<file path="src/debounced_key_event_queue_core_assert.svh">
// Assertion macros for the key event queue.
// Each macro expands to one labeled concurrent assertion on the rising clock edge.
// The assertion is switched off while the active-low reset is asserted.
`ifndef DEBOUNCED_KEY_EVENT_QUEUE_CORE_ASSERT_SVH
`define DEBOUNCED_KEY_EVENT_QUEUE_CORE_ASSERT_SVH

// The consequent must hold in the same cycle as the antecedent.
`define DKEQ_ASSERT_IMP(label, clk, rst_n, ante, cons, msg) \
    label: assert property (@(posedge clk) disable iff (!(rst_n)) (ante) |-> (cons)) \
        else $error(msg);

// The consequent must hold in the cycle after the antecedent.
`define DKEQ_ASSERT_NXT(label, clk, rst_n, ante, cons, msg) \
    label: assert property (@(posedge clk) disable iff (!(rst_n)) (ante) |=> (cons)) \
        else $error(msg);

`endif

</file>
<file path="src/dkeq_pkg.sv">
package dkeq_pkg;

    // Default ring depth; the ring keeps at most one entry fewer than this.
    localparam int QUEUE_DEPTH_DEF = 16;

    // Field widths.
    localparam int DEB_W  = 10;
    localparam int SEQ_W  = 32;
    localparam int TIME_W = 48;
    localparam int LED_W  = 8;

    // The debounce register comes out of reset at this value.
    localparam logic [DEB_W-1:0] DEBOUNCE_RESET = DEB_W'(20);

    // Operation codes.
    typedef enum logic [1:0] {
        OP_TICK    = 2'd0,
        OP_READ    = 2'd1,
        OP_SET_LED = 2'd2,
        OP_GET_LED = 2'd3
    } t_opcode;

    // Status codes.
    localparam logic [1:0] ST_OK      = 2'd0;
    localparam logic [1:0] ST_EMPTY   = 2'd1;
    localparam logic [1:0] ST_BAD_LED = 2'd2;

    // One stored key record.
    typedef struct packed {
        logic              level;
        logic [SEQ_W-1:0]  seq;
        logic [TIME_W-1:0] stamp;
    } t_rec;

    // One result item.
    typedef struct packed {
        logic [1:0]        status;
        logic              nonempty;
        logic              event_pushed;
        logic              rec_level;
        logic [SEQ_W-1:0]  rec_sequence;
        logic [TIME_W-1:0] rec_time;
        logic              led_level;
    } t_rsp;

endpackage

</file>
<file path="src/dkeq_if.sv">
// Request channel: one operation per item.
interface dkeq_req_if;
    logic       valid;
    logic       ready;
    logic [1:0] opcode;
    logic       key_level;
    logic [dkeq_pkg::LED_W-1:0] led_request;

    modport source (output valid, output opcode, output key_level, output led_request,
                    input ready);
    modport sink   (input valid, input opcode, input key_level, input led_request,
                    output ready);
endinterface

// Response channel: one result item per request.
interface dkeq_rsp_if;
    logic       valid;
    logic       ready;
    logic [1:0] status;
    logic       nonempty;
    logic       event_pushed;
    logic       rec_level;
    logic [dkeq_pkg::SEQ_W-1:0]  rec_sequence;
    logic [dkeq_pkg::TIME_W-1:0] rec_time;
    logic       led_level;

    modport source (output valid, output status, output nonempty, output event_pushed,
                    output rec_level, output rec_sequence, output rec_time,
                    output led_level, input ready);
    modport sink   (input valid, input status, input nonempty, input event_pushed,
                    input rec_level, input rec_sequence, input rec_time,
                    input led_level, output ready);
endinterface

// Configuration write channel for the debounce register.
interface dkeq_cfg_if;
    logic valid;
    logic ready;
    logic [dkeq_pkg::DEB_W-1:0] data;

    modport source (output valid, output data, input ready);
    modport sink   (input valid, input data, output ready);
endinterface

</file>
<file path="src/dkeq_ram.sv">
// Simple dual-port RAM: one write port, one read port with registered data.
module dkeq_ram #(
    parameter int WIDTH = 8,
    parameter int DEPTH = 16
) (
    input  logic                                     i_clk,
    input  logic                                     i_we,
    input  logic [((DEPTH > 1) ? $clog2(DEPTH) : 1)-1:0] i_waddr,
    input  logic [WIDTH-1:0]                         i_wdata,
    input  logic                                     i_re,
    input  logic [((DEPTH > 1) ? $clog2(DEPTH) : 1)-1:0] i_raddr,
    output logic [WIDTH-1:0]                         o_rdata
);

    logic [WIDTH-1:0] r_mem [DEPTH];
    logic [WIDTH-1:0] r_rdata;

    // Write port.
    always_ff @(posedge i_clk) begin
        if (i_we) begin
            r_mem[i_waddr] <= i_wdata;
        end
    end

    // Read port; the data holds until the next read.
    always_ff @(posedge i_clk) begin
        if (i_re) begin
            r_rdata <= r_mem[i_raddr];
        end
    end

    assign o_rdata = r_rdata;

endmodule

</file>
<file path="src/debounced_key_event_queue_core.sv">
// Tick, LED and empty-read items give their result item in the cycle after acceptance;
// a read that returns a record passes the ring RAM's registered read port, then the output register.
// One tick or LED item per cycle while the output is free; no item is taken during a ring read.
// Reset is synchronous and active low; it clears the counters, indices, debounce and LED state.
// The ring RAM is not cleared: only written entries are ever read, so no clearing pass runs.
`include "debounced_key_event_queue_core_assert.svh"

module debounced_key_event_queue_core #(
    parameter int QUEUE_DEPTH = dkeq_pkg::QUEUE_DEPTH_DEF
) (
    input  logic       i_clk,
    input  logic       i_rst_n,
    dkeq_req_if.sink   i_req,
    dkeq_rsp_if.source o_rsp,
    dkeq_cfg_if.sink   i_cfg
);

    localparam int IW = (QUEUE_DEPTH > 1) ? $clog2(QUEUE_DEPTH) : 1;
    localparam logic [IW-1:0] LAST_IDX = IW'(QUEUE_DEPTH - 1);
    localparam int REC_W = $bits(dkeq_pkg::t_rec);

    typedef enum logic [1:0] {
        S_IDLE = 2'b01,
        S_READ = 2'b10
    } t_state;

    function automatic logic [IW-1:0] next_idx(input logic [IW-1:0] idx);
        return (idx == LAST_IDX) ? '0 : idx + IW'(1);
    endfunction

    t_state                         r_state, n_state;
    logic [dkeq_pkg::DEB_W-1:0]     r_deb_cfg;
    logic [dkeq_pkg::TIME_W-1:0]    r_clock, n_clock;
    logic                           r_last_raw, n_last_raw;
    logic [dkeq_pkg::DEB_W-1:0]     r_left, n_left;
    logic                           r_armed, n_armed;
    logic [IW-1:0]                  r_wr_idx, n_wr_idx;
    logic [IW-1:0]                  r_rd_idx, n_rd_idx;
    logic [dkeq_pkg::SEQ_W-1:0]     r_seq, n_seq;
    logic                           r_led, n_led;
    dkeq_pkg::t_rsp                 r_out, n_out;
    logic                           r_out_valid, n_out_valid;

    logic           out_free;
    logic           accept;
    logic           ram_we;
    logic           ram_re;
    dkeq_pkg::t_rec ram_wdata;
    dkeq_pkg::t_rec ram_rdata;
    logic [REC_W-1:0] ram_rdata_raw;
    dkeq_pkg::t_rsp rsp;

    // The ring of records lives in one RAM, written on a push and read on a pop.
    dkeq_ram #(
        .WIDTH (REC_W),
        .DEPTH (QUEUE_DEPTH)
    ) u_ring (
        .i_clk   (i_clk),
        .i_we    (ram_we),
        .i_waddr (r_wr_idx),
        .i_wdata (ram_wdata),
        .i_re    (ram_re),
        .i_raddr (r_rd_idx),
        .o_rdata (ram_rdata_raw)
    );

    assign ram_rdata = dkeq_pkg::t_rec'(ram_rdata_raw);

    // Handshakes. Items are taken one at a time, so a push and a later pop never overlap.
    assign out_free    = !r_out_valid || o_rsp.ready;
    assign i_req.ready = (r_state == S_IDLE) && out_free;
    assign accept      = i_req.valid && i_req.ready;
    assign i_cfg.ready = 1'b1;

    // Next-state logic for all operations.
    always_comb begin
        n_state     = r_state;
        n_clock     = r_clock;
        n_last_raw  = r_last_raw;
        n_left      = r_left;
        n_armed     = r_armed;
        n_wr_idx    = r_wr_idx;
        n_rd_idx    = r_rd_idx;
        n_seq       = r_seq;
        n_led       = r_led;
        n_out       = r_out;
        n_out_valid = r_out_valid && !o_rsp.ready;
        ram_we      = 1'b0;
        ram_re      = 1'b0;
        ram_wdata.level = r_last_raw;
        ram_wdata.seq   = r_seq + dkeq_pkg::SEQ_W'(1);
        ram_wdata.stamp = r_clock + dkeq_pkg::TIME_W'(1);
        rsp         = '0;

        if (accept) begin
            unique case (dkeq_pkg::t_opcode'(i_req.opcode))
                dkeq_pkg::OP_TICK: begin
                    n_clock = r_clock + dkeq_pkg::TIME_W'(1);
                    if (i_req.key_level != r_last_raw) begin
                        n_last_raw = i_req.key_level;
                        n_left     = r_deb_cfg;
                        n_armed    = 1'b1;
                    end else if (r_armed) begin
                        if (r_left <= dkeq_pkg::DEB_W'(1)) begin
                            // Countdown expired: queue the stable level, dropping the oldest if full.
                            if (next_idx(r_wr_idx) == r_rd_idx) begin
                                n_rd_idx = next_idx(r_rd_idx);
                            end
                            n_seq            = r_seq + dkeq_pkg::SEQ_W'(1);
                            ram_we           = 1'b1;
                            n_wr_idx         = next_idx(r_wr_idx);
                            n_left           = '0;
                            n_armed          = 1'b0;
                            rsp.event_pushed = 1'b1;
                        end else begin
                            n_left = r_left - dkeq_pkg::DEB_W'(1);
                        end
                    end
                end
                dkeq_pkg::OP_READ: begin
                    if (r_rd_idx == r_wr_idx) begin
                        rsp.status = dkeq_pkg::ST_EMPTY;
                    end else begin
                        ram_re   = 1'b1;
                        n_rd_idx = next_idx(r_rd_idx);
                        n_state  = S_READ;
                    end
                end
                dkeq_pkg::OP_SET_LED: begin
                    if (i_req.led_request > dkeq_pkg::LED_W'(1)) begin
                        rsp.status = dkeq_pkg::ST_BAD_LED;
                    end else begin
                        n_led = i_req.led_request[0];
                    end
                end
                dkeq_pkg::OP_GET_LED: begin
                    rsp.status = dkeq_pkg::ST_OK;
                end
                default: begin
                    rsp.status = dkeq_pkg::ST_OK;
                end
            endcase
            rsp.nonempty  = (n_rd_idx != n_wr_idx);
            rsp.led_level = n_led;
            if (n_state == S_IDLE) begin
                n_out       = rsp;
                n_out_valid = 1'b1;
            end
        end else if ((r_state == S_READ) && out_free) begin
            // The popped record is on the RAM read port now.
            n_out.status       = dkeq_pkg::ST_OK;
            n_out.nonempty     = (r_rd_idx != r_wr_idx);
            n_out.event_pushed = 1'b0;
            n_out.rec_level    = ram_rdata.level;
            n_out.rec_sequence = ram_rdata.seq;
            n_out.rec_time     = ram_rdata.stamp;
            n_out.led_level    = r_led;
            n_out_valid        = 1'b1;
            n_state            = S_IDLE;
        end
    end

    // Control state.
    always_ff @(posedge i_clk) begin
        if (!i_rst_n) begin
            r_state     <= S_IDLE;
            r_deb_cfg   <= dkeq_pkg::DEBOUNCE_RESET;
            r_clock     <= '0;
            r_last_raw  <= 1'b0;
            r_left      <= '0;
            r_armed     <= 1'b0;
            r_wr_idx    <= '0;
            r_rd_idx    <= '0;
            r_seq       <= '0;
            r_led       <= 1'b0;
            r_out_valid <= 1'b0;
        end else begin
            r_state     <= n_state;
            r_clock     <= n_clock;
            r_last_raw  <= n_last_raw;
            r_left      <= n_left;
            r_armed     <= n_armed;
            r_wr_idx    <= n_wr_idx;
            r_rd_idx    <= n_rd_idx;
            r_seq       <= n_seq;
            r_led       <= n_led;
            r_out_valid <= n_out_valid;
            if (i_cfg.valid) begin
                r_deb_cfg <= i_cfg.data;
            end
        end
    end

    // Output payload register.
    always_ff @(posedge i_clk) begin
        r_out <= n_out;
    end

    assign o_rsp.valid        = r_out_valid;
    assign o_rsp.status       = r_out.status;
    assign o_rsp.nonempty     = r_out.nonempty;
    assign o_rsp.event_pushed = r_out.event_pushed;
    assign o_rsp.rec_level    = r_out.rec_level;
    assign o_rsp.rec_sequence = r_out.rec_sequence;
    assign o_rsp.rec_time     = r_out.rec_time;
    assign o_rsp.led_level    = r_out.led_level;

    // No new item is taken while a ring read is outstanding.
    `DKEQ_ASSERT_IMP(a_read_interlock, i_clk, i_rst_n, r_state == S_READ, !i_req.ready, "item accepted during ring read")
    // A pushed record always leaves the queue non-empty.
    `DKEQ_ASSERT_IMP(a_push_nonempty, i_clk, i_rst_n, r_out_valid && r_out.event_pushed, r_out.nonempty, "push reported empty queue")
    // An empty read reports an empty queue.
    `DKEQ_ASSERT_IMP(a_empty_read, i_clk, i_rst_n, r_out_valid && (r_out.status == dkeq_pkg::ST_EMPTY), !r_out.nonempty, "empty read with data")
    // The countdown is idle at zero whenever it is disarmed.
    `DKEQ_ASSERT_IMP(a_disarmed_zero, i_clk, i_rst_n, !r_armed, r_left == '0, "disarmed countdown not zero")
    // A read of a non-empty queue goes to the read state in the next cycle.
    `DKEQ_ASSERT_NXT(a_read_starts, i_clk, i_rst_n, accept && (i_req.opcode == dkeq_pkg::OP_READ) && (r_rd_idx != r_wr_idx), r_state == S_READ, "ring read not started")

endmodule
</file>
<file path="src/flat_wrapper.sv">
// flat-port wrapper written by rule: the top's interface ports become plain ports
module debounced_key_event_queue_core_flat 
#(
    parameter int QUEUE_DEPTH = dkeq_pkg::QUEUE_DEPTH_DEF
)
  (i_clk, i_rst_n, i_req_valid, i_req_opcode, i_req_key_level, i_req_led_request, i_req_ready, o_rsp_valid, o_rsp_status, o_rsp_nonempty, o_rsp_event_pushed, o_rsp_rec_level, o_rsp_rec_sequence, o_rsp_rec_time, o_rsp_led_level, o_rsp_ready, i_cfg_valid, i_cfg_data, i_cfg_ready);
  dkeq_req_if i_req_i ();
  dkeq_rsp_if o_rsp_i ();
  dkeq_cfg_if i_cfg_i ();
  input  logic i_clk;
  input  logic i_rst_n;
  input wire logic [$bits(i_req_i.valid)-1:0] i_req_valid;
  input wire logic [$bits(i_req_i.opcode)-1:0] i_req_opcode;
  input wire logic [$bits(i_req_i.key_level)-1:0] i_req_key_level;
  input wire logic [$bits(i_req_i.led_request)-1:0] i_req_led_request;
  output wire logic [$bits(i_req_i.ready)-1:0] i_req_ready;
  output wire logic [$bits(o_rsp_i.valid)-1:0] o_rsp_valid;
  output wire logic [$bits(o_rsp_i.status)-1:0] o_rsp_status;
  output wire logic [$bits(o_rsp_i.nonempty)-1:0] o_rsp_nonempty;
  output wire logic [$bits(o_rsp_i.event_pushed)-1:0] o_rsp_event_pushed;
  output wire logic [$bits(o_rsp_i.rec_level)-1:0] o_rsp_rec_level;
  output wire logic [$bits(o_rsp_i.rec_sequence)-1:0] o_rsp_rec_sequence;
  output wire logic [$bits(o_rsp_i.rec_time)-1:0] o_rsp_rec_time;
  output wire logic [$bits(o_rsp_i.led_level)-1:0] o_rsp_led_level;
  input wire logic [$bits(o_rsp_i.ready)-1:0] o_rsp_ready;
  input wire logic [$bits(i_cfg_i.valid)-1:0] i_cfg_valid;
  input wire logic [$bits(i_cfg_i.data)-1:0] i_cfg_data;
  output wire logic [$bits(i_cfg_i.ready)-1:0] i_cfg_ready;
  assign i_req_i.valid = i_req_valid;
  assign i_req_i.opcode = i_req_opcode;
  assign i_req_i.key_level = i_req_key_level;
  assign i_req_i.led_request = i_req_led_request;
  assign i_req_ready = i_req_i.ready;
  assign o_rsp_valid = o_rsp_i.valid;
  assign o_rsp_status = o_rsp_i.status;
  assign o_rsp_nonempty = o_rsp_i.nonempty;
  assign o_rsp_event_pushed = o_rsp_i.event_pushed;
  assign o_rsp_rec_level = o_rsp_i.rec_level;
  assign o_rsp_rec_sequence = o_rsp_i.rec_sequence;
  assign o_rsp_rec_time = o_rsp_i.rec_time;
  assign o_rsp_led_level = o_rsp_i.led_level;
  assign o_rsp_i.ready = o_rsp_ready;
  assign i_cfg_i.valid = i_cfg_valid;
  assign i_cfg_i.data = i_cfg_data;
  assign i_cfg_ready = i_cfg_i.ready;
  debounced_key_event_queue_core #(.QUEUE_DEPTH(QUEUE_DEPTH)) u_core (.i_clk(i_clk), .i_rst_n(i_rst_n), .i_req(i_req_i), .o_rsp(o_rsp_i), .i_cfg(i_cfg_i));
endmodule
</file>
<file path="config.mk">
export PLATFORM = sky130hd
export DESIGN_NAME = debounced_key_event_queue_core_flat
export DESIGN_NICKNAME = d
export VERILOG_FILES = /design/src/dkeq_pkg.sv /design/src/dkeq_if.sv /design/src/dkeq_ram.sv /design/src/debounced_key_event_queue_core.sv /design/src/flat_wrapper.sv
export VERILOG_INCLUDE_DIRS = /design/src /design/src/src
export SDC_FILE = /design/constraint.sdc
export NUM_CORES = 1
export LEC_CHECK = 0
export BUFFER_PORTS_ARGS = -buffer_cell sky130_fd_sc_hd__buf_2
export CELL_PAD_IN_SITES_DETAIL_PLACEMENT = 0
export CELL_PAD_IN_SITES_GLOBAL_PLACEMENT = 1
export CORE_MARGIN = 4
export CORE_UTILIZATION = 55
export DETAILED_ROUTE_END_ITERATION = 12
export GPL_ROUTABILITY_DRIVEN = 0
export HOLD_SLACK_MARGIN = 0.12
export PLACE_DENSITY = 0.9
export SETUP_SLACK_MARGIN = 0.05
export SYNTH_ARGS = -nofsm -noshare
export SYNTH_HDL_FRONTEND = slang
export SYNTH_SLANG_ARGS = --single-unit
</file>
<file path="constraint.sdc">
create_clock -name i_clk -period 13.4 [get_ports i_clk]
set_clock_uncertainty 0.05 [all_clocks]
set_input_delay 0.67 -clock i_clk [delete_from_list [all_inputs] [get_ports i_clk]]
set_output_delay 0.67 -clock i_clk [all_outputs]
set_load 0.05 [all_outputs]
</file>
==> results.json, run 1 <==
{
  "outcome": "complete, but fails checks",
  "violations": "capacitance limit, slew limit",
  "synth.top_cells.by_area": "edfxtp_1, mux4_2, dfxtp_1, xnor2_1, nor2b_1",
  "critPathCaptureType": "flop",
  "seq_area_frac_synth": 0.757,
  "multi_input_comb_area_sq_mm": 0.0144,
  "synth-compound-area-share": 0.0130,
  "synth_top_area_share": 0.719,
  "htreeDepth": 4,
  "critPathLaunchType": "flop",
  "numCtsBuffers": 155,
  "powerDensity_mw_per_mm2": 147,
  "worstPathRequired_ns": 13.85,
  "synthToLayoutAreaGrowth_pct": 12.3,
  "synthSimpleGateAreaFrac": 0.0447,
  "num_vias": 30600,
  "drc": 0,
  "clk_latency_ns": 0.76,
  "tightest_slew_ns": 1.51,
  "cp_num_buf_inv": 1,
  "rows": 121,
  "arrival_ns": 5.19,
  "drt_iter0_drc": 4274,
  "drv_slew": 17,
  "die_height_um": 341,
  "leakage_nw": 21.1,
  "muxShareOfSynthArea": 0.152,
  "crit_family": "flip-flops",
  "antenna_found_initial": 4,
  "drive_gt1_frac": 0.264,
  "start_util": 0.557,
  "setup_ws_ns": 8.66,
  "peakVddDrop_mv": 0.105,
  "synth-edff-count": 1463,
  "yosys_register_bits": 1577,
  "die_w_um": 341,
  "synth_fp_nets": 2949,
  "fill_cells": 7017,
  "synth_top_cell_by_area": "edfxtp_1",
  "clockBufferDepth": 3,
  "overflow": 0,
  "netlist_area_sq_mm": 0.0611,
  "ys_top_cells_by_count": "edfxtp_1, mux4_2, dfxtp_1, nor2b_1, xnor2_1",
  "cts_root_buffer": "clkbuf_16",
  "track_usage": 0.262,
  "p_switching_w": 0.00215,
  "grt_pass1_wl_um": 221000,
  "io_pins": 115,
  "ys.warnings.count": 0,
  "syn_inst": 2911,
  "regArea_sq_mm": 0.0462,
  "cts_tree": "built",
  "critPathMaxStageDelay_ns": 1.11,
  "post-synth-top-count-cell": "edfxtp_1",
  "finalCritPeriodShare": 0.354,
  "synth_cell_types": 71,
  "layout.nets": 3142,
  "cp_slowest_cell": "dfxtp_4",
  "synthAdderAreaFrac": 0.00246,
  "intPower_w": 0.00792,
  "pwr-share-comb": 0.039,
  "path_cells": "buf_4 -> and3b_1 -> o21ai_0 -> nand3_1 -> o31a_1 -> nor4b_1 -> a311oi_1 -> xnor2_1 -> o32a_1",
  "drt-total-wl_um": 151000,
  "fin_setup_tns_ns": 0,
  "fin_crit_ns": 4.74,
  "max_freq_mhz": 211,
  "synth_top_family_by_area": "multiplexers",
  "firstDrtPassIters": 6,
  "io_buffers": 113,
  "critical_path_class": "reg -> reg",
  "clkTransAtPathRegs_ns": 0.06,
  "place_area_sq_mm": 0.0634,
  "die-area_sq_mm": 0.116,
  "async_reset_ff_frac": 0,
  "post-cts-setup-buffer-count": 0,
  "grt_max_degree": 84,
  "cp_max_fo": 48,
  "rsz0062_at_grt": "false",
  "cts.sinks": 1577,
  "viasPerCell": 6.51,
  "finalSetupViolCount": 0,
  "core_sq_mm": 0.110,
  "syn_avg_cell_area_sq_um": 21.0,
  "synthFlopType": "edfxtp_1",
  "insertedDiodeCount": 0,
  "pwr-share-clk": 0.429,
  "dp_slack_ns": 8.76,
  "design_area_sq_mm": 0.0686,
  "synth_xor_area_frac": 0.0206,
  "grt_pass1_vias": 31500,
  "power_frac_seq": 0.532,
  "routedWlPerCell_um": 32.1,
  "antenna_left": 0,
  "switching_share": 0.214,
  "hold_violations": 0,
  "max-cap-violations": 1,
  "dp_hpwl_um": 76600,
  "relSlewSlack": -0.0165,
  "hold_class": "in -> reg"
}
==> cells by family (layout without fill, tap and decap cells) <==
kind of cell | Yosys count | in the layout
AOI/OAI and AO/OA | 117 | 117
xor gates and xnor gates | 144 | 144
adders and majority gates | 12 | 12
buffers and inverters | 160 | 478
DFF | 1577 | 1577
muxes | 420 | 420
other | 1 | 1
and+or+nand+nor | 480 | 480
==> cell type report <==
type / count / area share
flip-flops and latches: 1577 / 0.674
multi-input cells: 1174 / 0.210
clock buffers: 201 / 0.0605
well taps: 1476 / 0.0269
repair buffers: 179 / 0.0158
clock inverters: 81 / 0.0118
inverters: 17 / 0.000930
==> worst reg2reg max path, delay by kind of cell, from the launching register on <==
family,cells,cell delay [ns]
AOI/OAI and AO/OA,4,1.10
DFF,1,1.11
buffers and inverters,1,1.04
xor gates and xnor gates,1,0.19
and+or+nand+nor,3,0.98
==> layout by cell type (no fill, tap or decap), types with 38 or more instances in the layout <==
cell type / Yosys / final
o21ai_0: 46 / 46
nor2b_1: 107 / 107
edfxtp_1: 1463 / 1463
nand3_1: 44 / 44
nand2_1: 87 / 87
and2_1: 60 / 57
nor2_1: 50 / 48
clkbuf_16: 0 / 157
xnor2_1: 104 / 91
xor2_1: 40 / 38
clkbuf_1: 94 / 38
mux4_2: 405 / 405
buf_4: 2 / 56
dfxtp_1: 114 / 110
buf_2: 4 / 113
==> power by group through the flow <==
stage	registers [W]	clock network [W]	logic [W]
floorplan	0.00553	0	0.000203
global placement	0.00547	0	0.000372
detailed placement	0.00547	0	0.000382
CTS	0.00536	0.00436	0.000397
global route	0.00536	0.00460	0.000412
finish	0.00536	0.00432	0.000394
==> per-stage QoR <==
step | instances | hold WS, ns | power [W] | utilization
6_report | 4705 | 0.175 | 0.0101 | 0.626
5_1_grt | 4705 | 0.149 | 0.0104 | 0.626
4_1_cts | 4702 | 0.123 | 0.0101 | 0.625
3_5_place_dp | 4410 | 0.418 | 0.00585 | 0.579
3_3_place_gp | 4410 | 0.408 | 0.00584 | 0.579
2_1_floorplan | 2911 | 0.391 | 0.00574 | -
==> metal layers <==
layer	up-vias	GRT usage	wire, um
li1	12200	-	-
met3	374	0.0585	14200
met1	16000	0.338	53500
met5	-	0	17
met2	2058	0.439	77400
met4	2	0.0995	5970
==> sequential cells by signal (all words and copies together), names as in the netlist <==
name / cells
u_core.r_seq: 32
u_core.r_deb_cfg: 10
u_core.r_led: 1
u_core.o_rsp.rec_time: 48
u_core.r_last_raw: 1
u_core.u_ring.r_mem: 1296
u_core.r_armed: 1
u_core.o_rsp.status: 2
u_core.o_rsp.valid: 1
u_core.o_rsp.nonempty: 1
u_core.o_rsp.led_level: 1
u_core.r_wr_idx: 4
u_core.r_rd_idx: 4
u_core.r_left: 10
u_core.o_rsp.rec_level: 1
u_core.u_ring.o_rdata: 81
u_core.o_rsp.rec_sequence: 32
u_core.o_rsp.event_pushed: 1
u_core.r_state: 2
u_core.r_clock: 48
==> final timing paths <==
kind	start	to	slack (ns)	cells after the start
worst max-delay path	u_core.r_rd_idx[2]$_SDFFE_PN0P_	u_core.o_rsp.nonempty$_DFFE_PP_	8.66	9
worst min-delay path	i_req_key_level	u_core.r_last_raw$_SDFFE_PN0P_	0.18	3
worst max register to register	u_core.r_rd_idx[2]$_SDFFE_PN0P_	u_core.o_rsp.nonempty$_DFFE_PP_	8.66	9
worst min register to register	u_core.r_deb_cfg[2]$_SDFFE_PN1P_	u_core.r_deb_cfg[2]$_SDFFE_PN1P_	0.44	2
==> what timing repair did <==
item / CTS / global route
gates resized for setup: 0 / 0
endpoints found under the hold margin: 10 / 0
setup endpoints to repair: 0 / 0
hold buffers: 10 / 0
No activity file was read; power rests on OpenSTA's default activity.
==> inputs of run 2 (changes only) <==
--- a/config.mk
+++ b/config.mk
@@ -10,11 +10,11 @@
 export CELL_PAD_IN_SITES_DETAIL_PLACEMENT = 0
 export CELL_PAD_IN_SITES_GLOBAL_PLACEMENT = 1
 export CORE_MARGIN = 4
-export CORE_UTILIZATION = 55
+export CORE_UTILIZATION = 50
 export DETAILED_ROUTE_END_ITERATION = 12
 export GPL_ROUTABILITY_DRIVEN = 0
 export HOLD_SLACK_MARGIN = 0.12
-export PLACE_DENSITY = 0.9
+export PLACE_DENSITY = 0.86
 export SETUP_SLACK_MARGIN = 0.05
 export SYNTH_ARGS = -nofsm -noshare
 export SYNTH_HDL_FRONTEND = slang
==> constraint.sdc (replaced) <==
create_clock -name i_clk -period 4.3 [get_ports i_clk]
set_clock_uncertainty 0.05 [all_clocks]
set_input_delay 0.215 -clock i_clk [delete_from_list [all_inputs] [get_ports i_clk]]
set_output_delay 0.215 -clock i_clk [all_outputs]
set_load 0.05 [all_outputs]
==> run 2 against run 1 <==
  * The run now ends clean
  * Final area grew 1.8%
  * Critical endpoint is now u_core.u_ring.r_mem[4][42]$_DFFE_PP_
  * Global-route usage down 4.4 points
  * Largest cell class unchanged
  * Sequential power increased to 3.1 times the previous value
==> results.json, run 2 (synthesized netlist as in run 1, its figures left out) <==
{
  "outcome": "completed",
  "hold_class": "in -> reg",
  "track_usage": 0.218,
  "leakage_nw": 20.7,
  "clockBufferDepth": 3,
  "fill_cells": 8335,
  "fin_crit_ns": 3.67,
  "antenna_left": 0,
  "cp_max_fo": 16,
  "largest_register_ffs": 1296,
  "finalSetupViolCount": 0,
  "rsz0062_at_grt": "false",
  "r2r_end": "u_core.u_ring.r_mem[4][42]$_DFFE_PP_",
  "dp_hpwl_um": 70700,
  "cp_num_buf_inv": 0,
  "reg2reg_from": "u_core.r_clock[1]$_SDFFE_PN0P_",
  "crit_cells": 8,
  "grt_pass1_vias": 30500,
  "hold_violations": 0,
  "utilization": 0.579,
  "critPathCaptureType": "flop",
  "clkTransAtPathRegs_ns": 0.06,
  "peakVddDrop_mv": 0.327,
  "layout_common_cells": "edfxtp_1, mux4_2, clkbuf_16",
  "crit_path_end": "u_core.u_ring.r_mem[4][42]$_DFFE_PP_",
  "io_pins": 115,
  "drt-total-wl_um": 136000,
  "rrSetupSlack_ns": 0.63,
  "tightest_slew_ns": 1.35,
  "arrival_ns": 4.02,
  "critical_path_class": "reg -> reg",
  "critPathLaunchType": "flop",
  "final_common_cell": "edfxtp_1",
  "viasPerCell": 6.02,
  "overflow": 0,
  "power_w": 0.0310,
  "powerDensity_mw_per_mm2": 444,
  "start_util": 0.507,
  "layout.nets": 3225,
  "core_sq_mm": 0.121,
  "grt_max_degree": 142,
  "die_w_um": 358,
  "relSlewSlack": 0.0929,
  "dp_slack_ns": 0.664,
  "cts_tree": "built",
  "drt_iter0_drc": 3689,
  "finalCritPeriodShare": 0.853,
  "regArea_sq_mm": 0.0462,
  "multi_input_comb_area_sq_mm": 0.0144,
  "worstPathRequired_ns": 4.66,
  "grt_pass1_wl_um": 205000,
  "drc": 0,
  "htreeDepth": 4,
  "path_cells": "ha_1 -> nand3_1 -> nor4_2 -> nand4_1 -> nor3_2 -> nand4_2 -> nor2_1 -> xor2_1",
  "drv_slew": 0,
  "max-cap-violations": 0,
  "firstDrtPassIters": 5,
  "cp_slowest_cell": "xor2_1",
  "antenna_found_initial": 3,
  "numCtsBuffers": 155,
  "clk_latency_ns": 0.76,
  "drive_gt1_frac": 0.277,
  "num_vias": 29600,
  "routedWlPerCell_um": 27.7,
  "fin_setup_tns_ns": 0,
  "io_buffers": 113,
  "design_area_sq_mm": 0.0699,
  "die-area_sq_mm": 0.128,
  "largest-register": "u_core.u_ring.r_mem",
  "synthToLayoutAreaGrowth_pct": 14.4,
  "rows": 127,
  "max_freq_mhz": 273,
  "setup_ws_ns": 0.634,
  "r2r.worst_path.cells": 8,
  "place_area_sq_mm": 0.0645,
  "setup.worst_path.start": "u_core.r_clock[1]$_SDFFE_PN0P_",
  "critPathMaxStageDelay_ns": 0.81,
  "crit_family": "simple AND/OR/NAND/NOR gates",
  "die_height_um": 358,
  "cts_root_buffer": "clkbuf_16",
  "cts.sinks": 1577
}
==> run 2: cell types whose count changed in the layout (fill, tap and decap cells not counted), moves of 11 or more <==
| cell | previous run | this run |
|---|---|---|
| buf_12 | 0 | 35 |
| dlygate4sd3_1 | 10 | 37 |
| buf_4 | 56 | 77 |
| clkbuf_1 | 38 | 24 |
| clkinv_2 | 21 | 32 |
==> run 2: per-stage QoR <==
| step | hold WS, ns | std cells |
|---|---|---|
| finish | 0.333 | 4927 |
| global route | 0.325 | 4927 |
| CTS | 0.271 | 4924 |
| detailed placement | 0.389 | 4603 |
| global placement | 0.387 | 4603 |
| floorplan | 0.293 | 2911 |
==> run 2: report_power, final <==
part	leakage [nW]	total, W	switching [W]	internal [W]
logic	4.86	0.00113	0.000703	0.000429
clock network	2.41	0.0132	0.00566	0.00752
registers	13.4	0.0167	0.0000432	0.0166
==> run 2: worst register-to-register path: cells and delay by family, from the launching register on <==
kind | cells | cell delay, ns
and+or+nand+nor | 6 | 1.85
xor gates and xnor gates | 1 | 0.81
adders and majority gates | 1 | 0.25
DFF | 1 | 0.37
==> run 2: how the worst min path moves through the flow <==
| stage | from | end | slack (ns) | cells past startpoint |
|---|---|---|---|---|
| global route | i_req_opcode[0] | u_core.o_rsp.status[0]$_SDFFCE_PN0P_ | 0.32 | 4 |
| detailed placement | i_cfg_data[4] | u_core.r_deb_cfg[4]$_SDFFE_PN1P_ | 0.39 | 3 |
| CTS | i_req_opcode[0] | u_core.o_rsp.status[0]$_SDFFCE_PN0P_ | 0.27 | 4 |
| global placement | i_cfg_data[4] | u_core.r_deb_cfg[4]$_SDFFE_PN1P_ | 0.39 | 3 |
| floorplan | i_cfg_data[2] | u_core.r_deb_cfg[2]$_SDFFE_PN1P_ | 0.29 | 2 |
| finish | i_req_opcode[0] | u_core.o_rsp.status[0]$_SDFFCE_PN0P_ | 0.33 | 4 |
==> run 2: timing repair <==
item / 4_1_cts / 5_1_grt
setup buffers: 0 / 0
hold buffers: 37 / 0
gates resized for setup: 0 / 0
hold endpoints to repair: 27 / 0
==> run 2: layer usage <==
layer  up-vias  wire, um  track usage
met4         0      3500       0.0658
li1      12400         -            -
met3       232      9770       0.0360
met1     15600     54300        0.302
met5         -         0            0
met2      1424     68800        0.360
==> run 2: cell type report <==
class | instances | area share
Inverter | 17 | 0.000913
Clock inverter | 98 | 0.0118
Timing Repair Buffer | 262 | 0.0317
Tap cell | 1612 | 0.0289
Sequential cell | 1577 | 0.662
Multi-Input combinational cell | 1174 | 0.206
Antenna cell | 1 | 0.0000358
Clock buffer | 186 | 0.0590
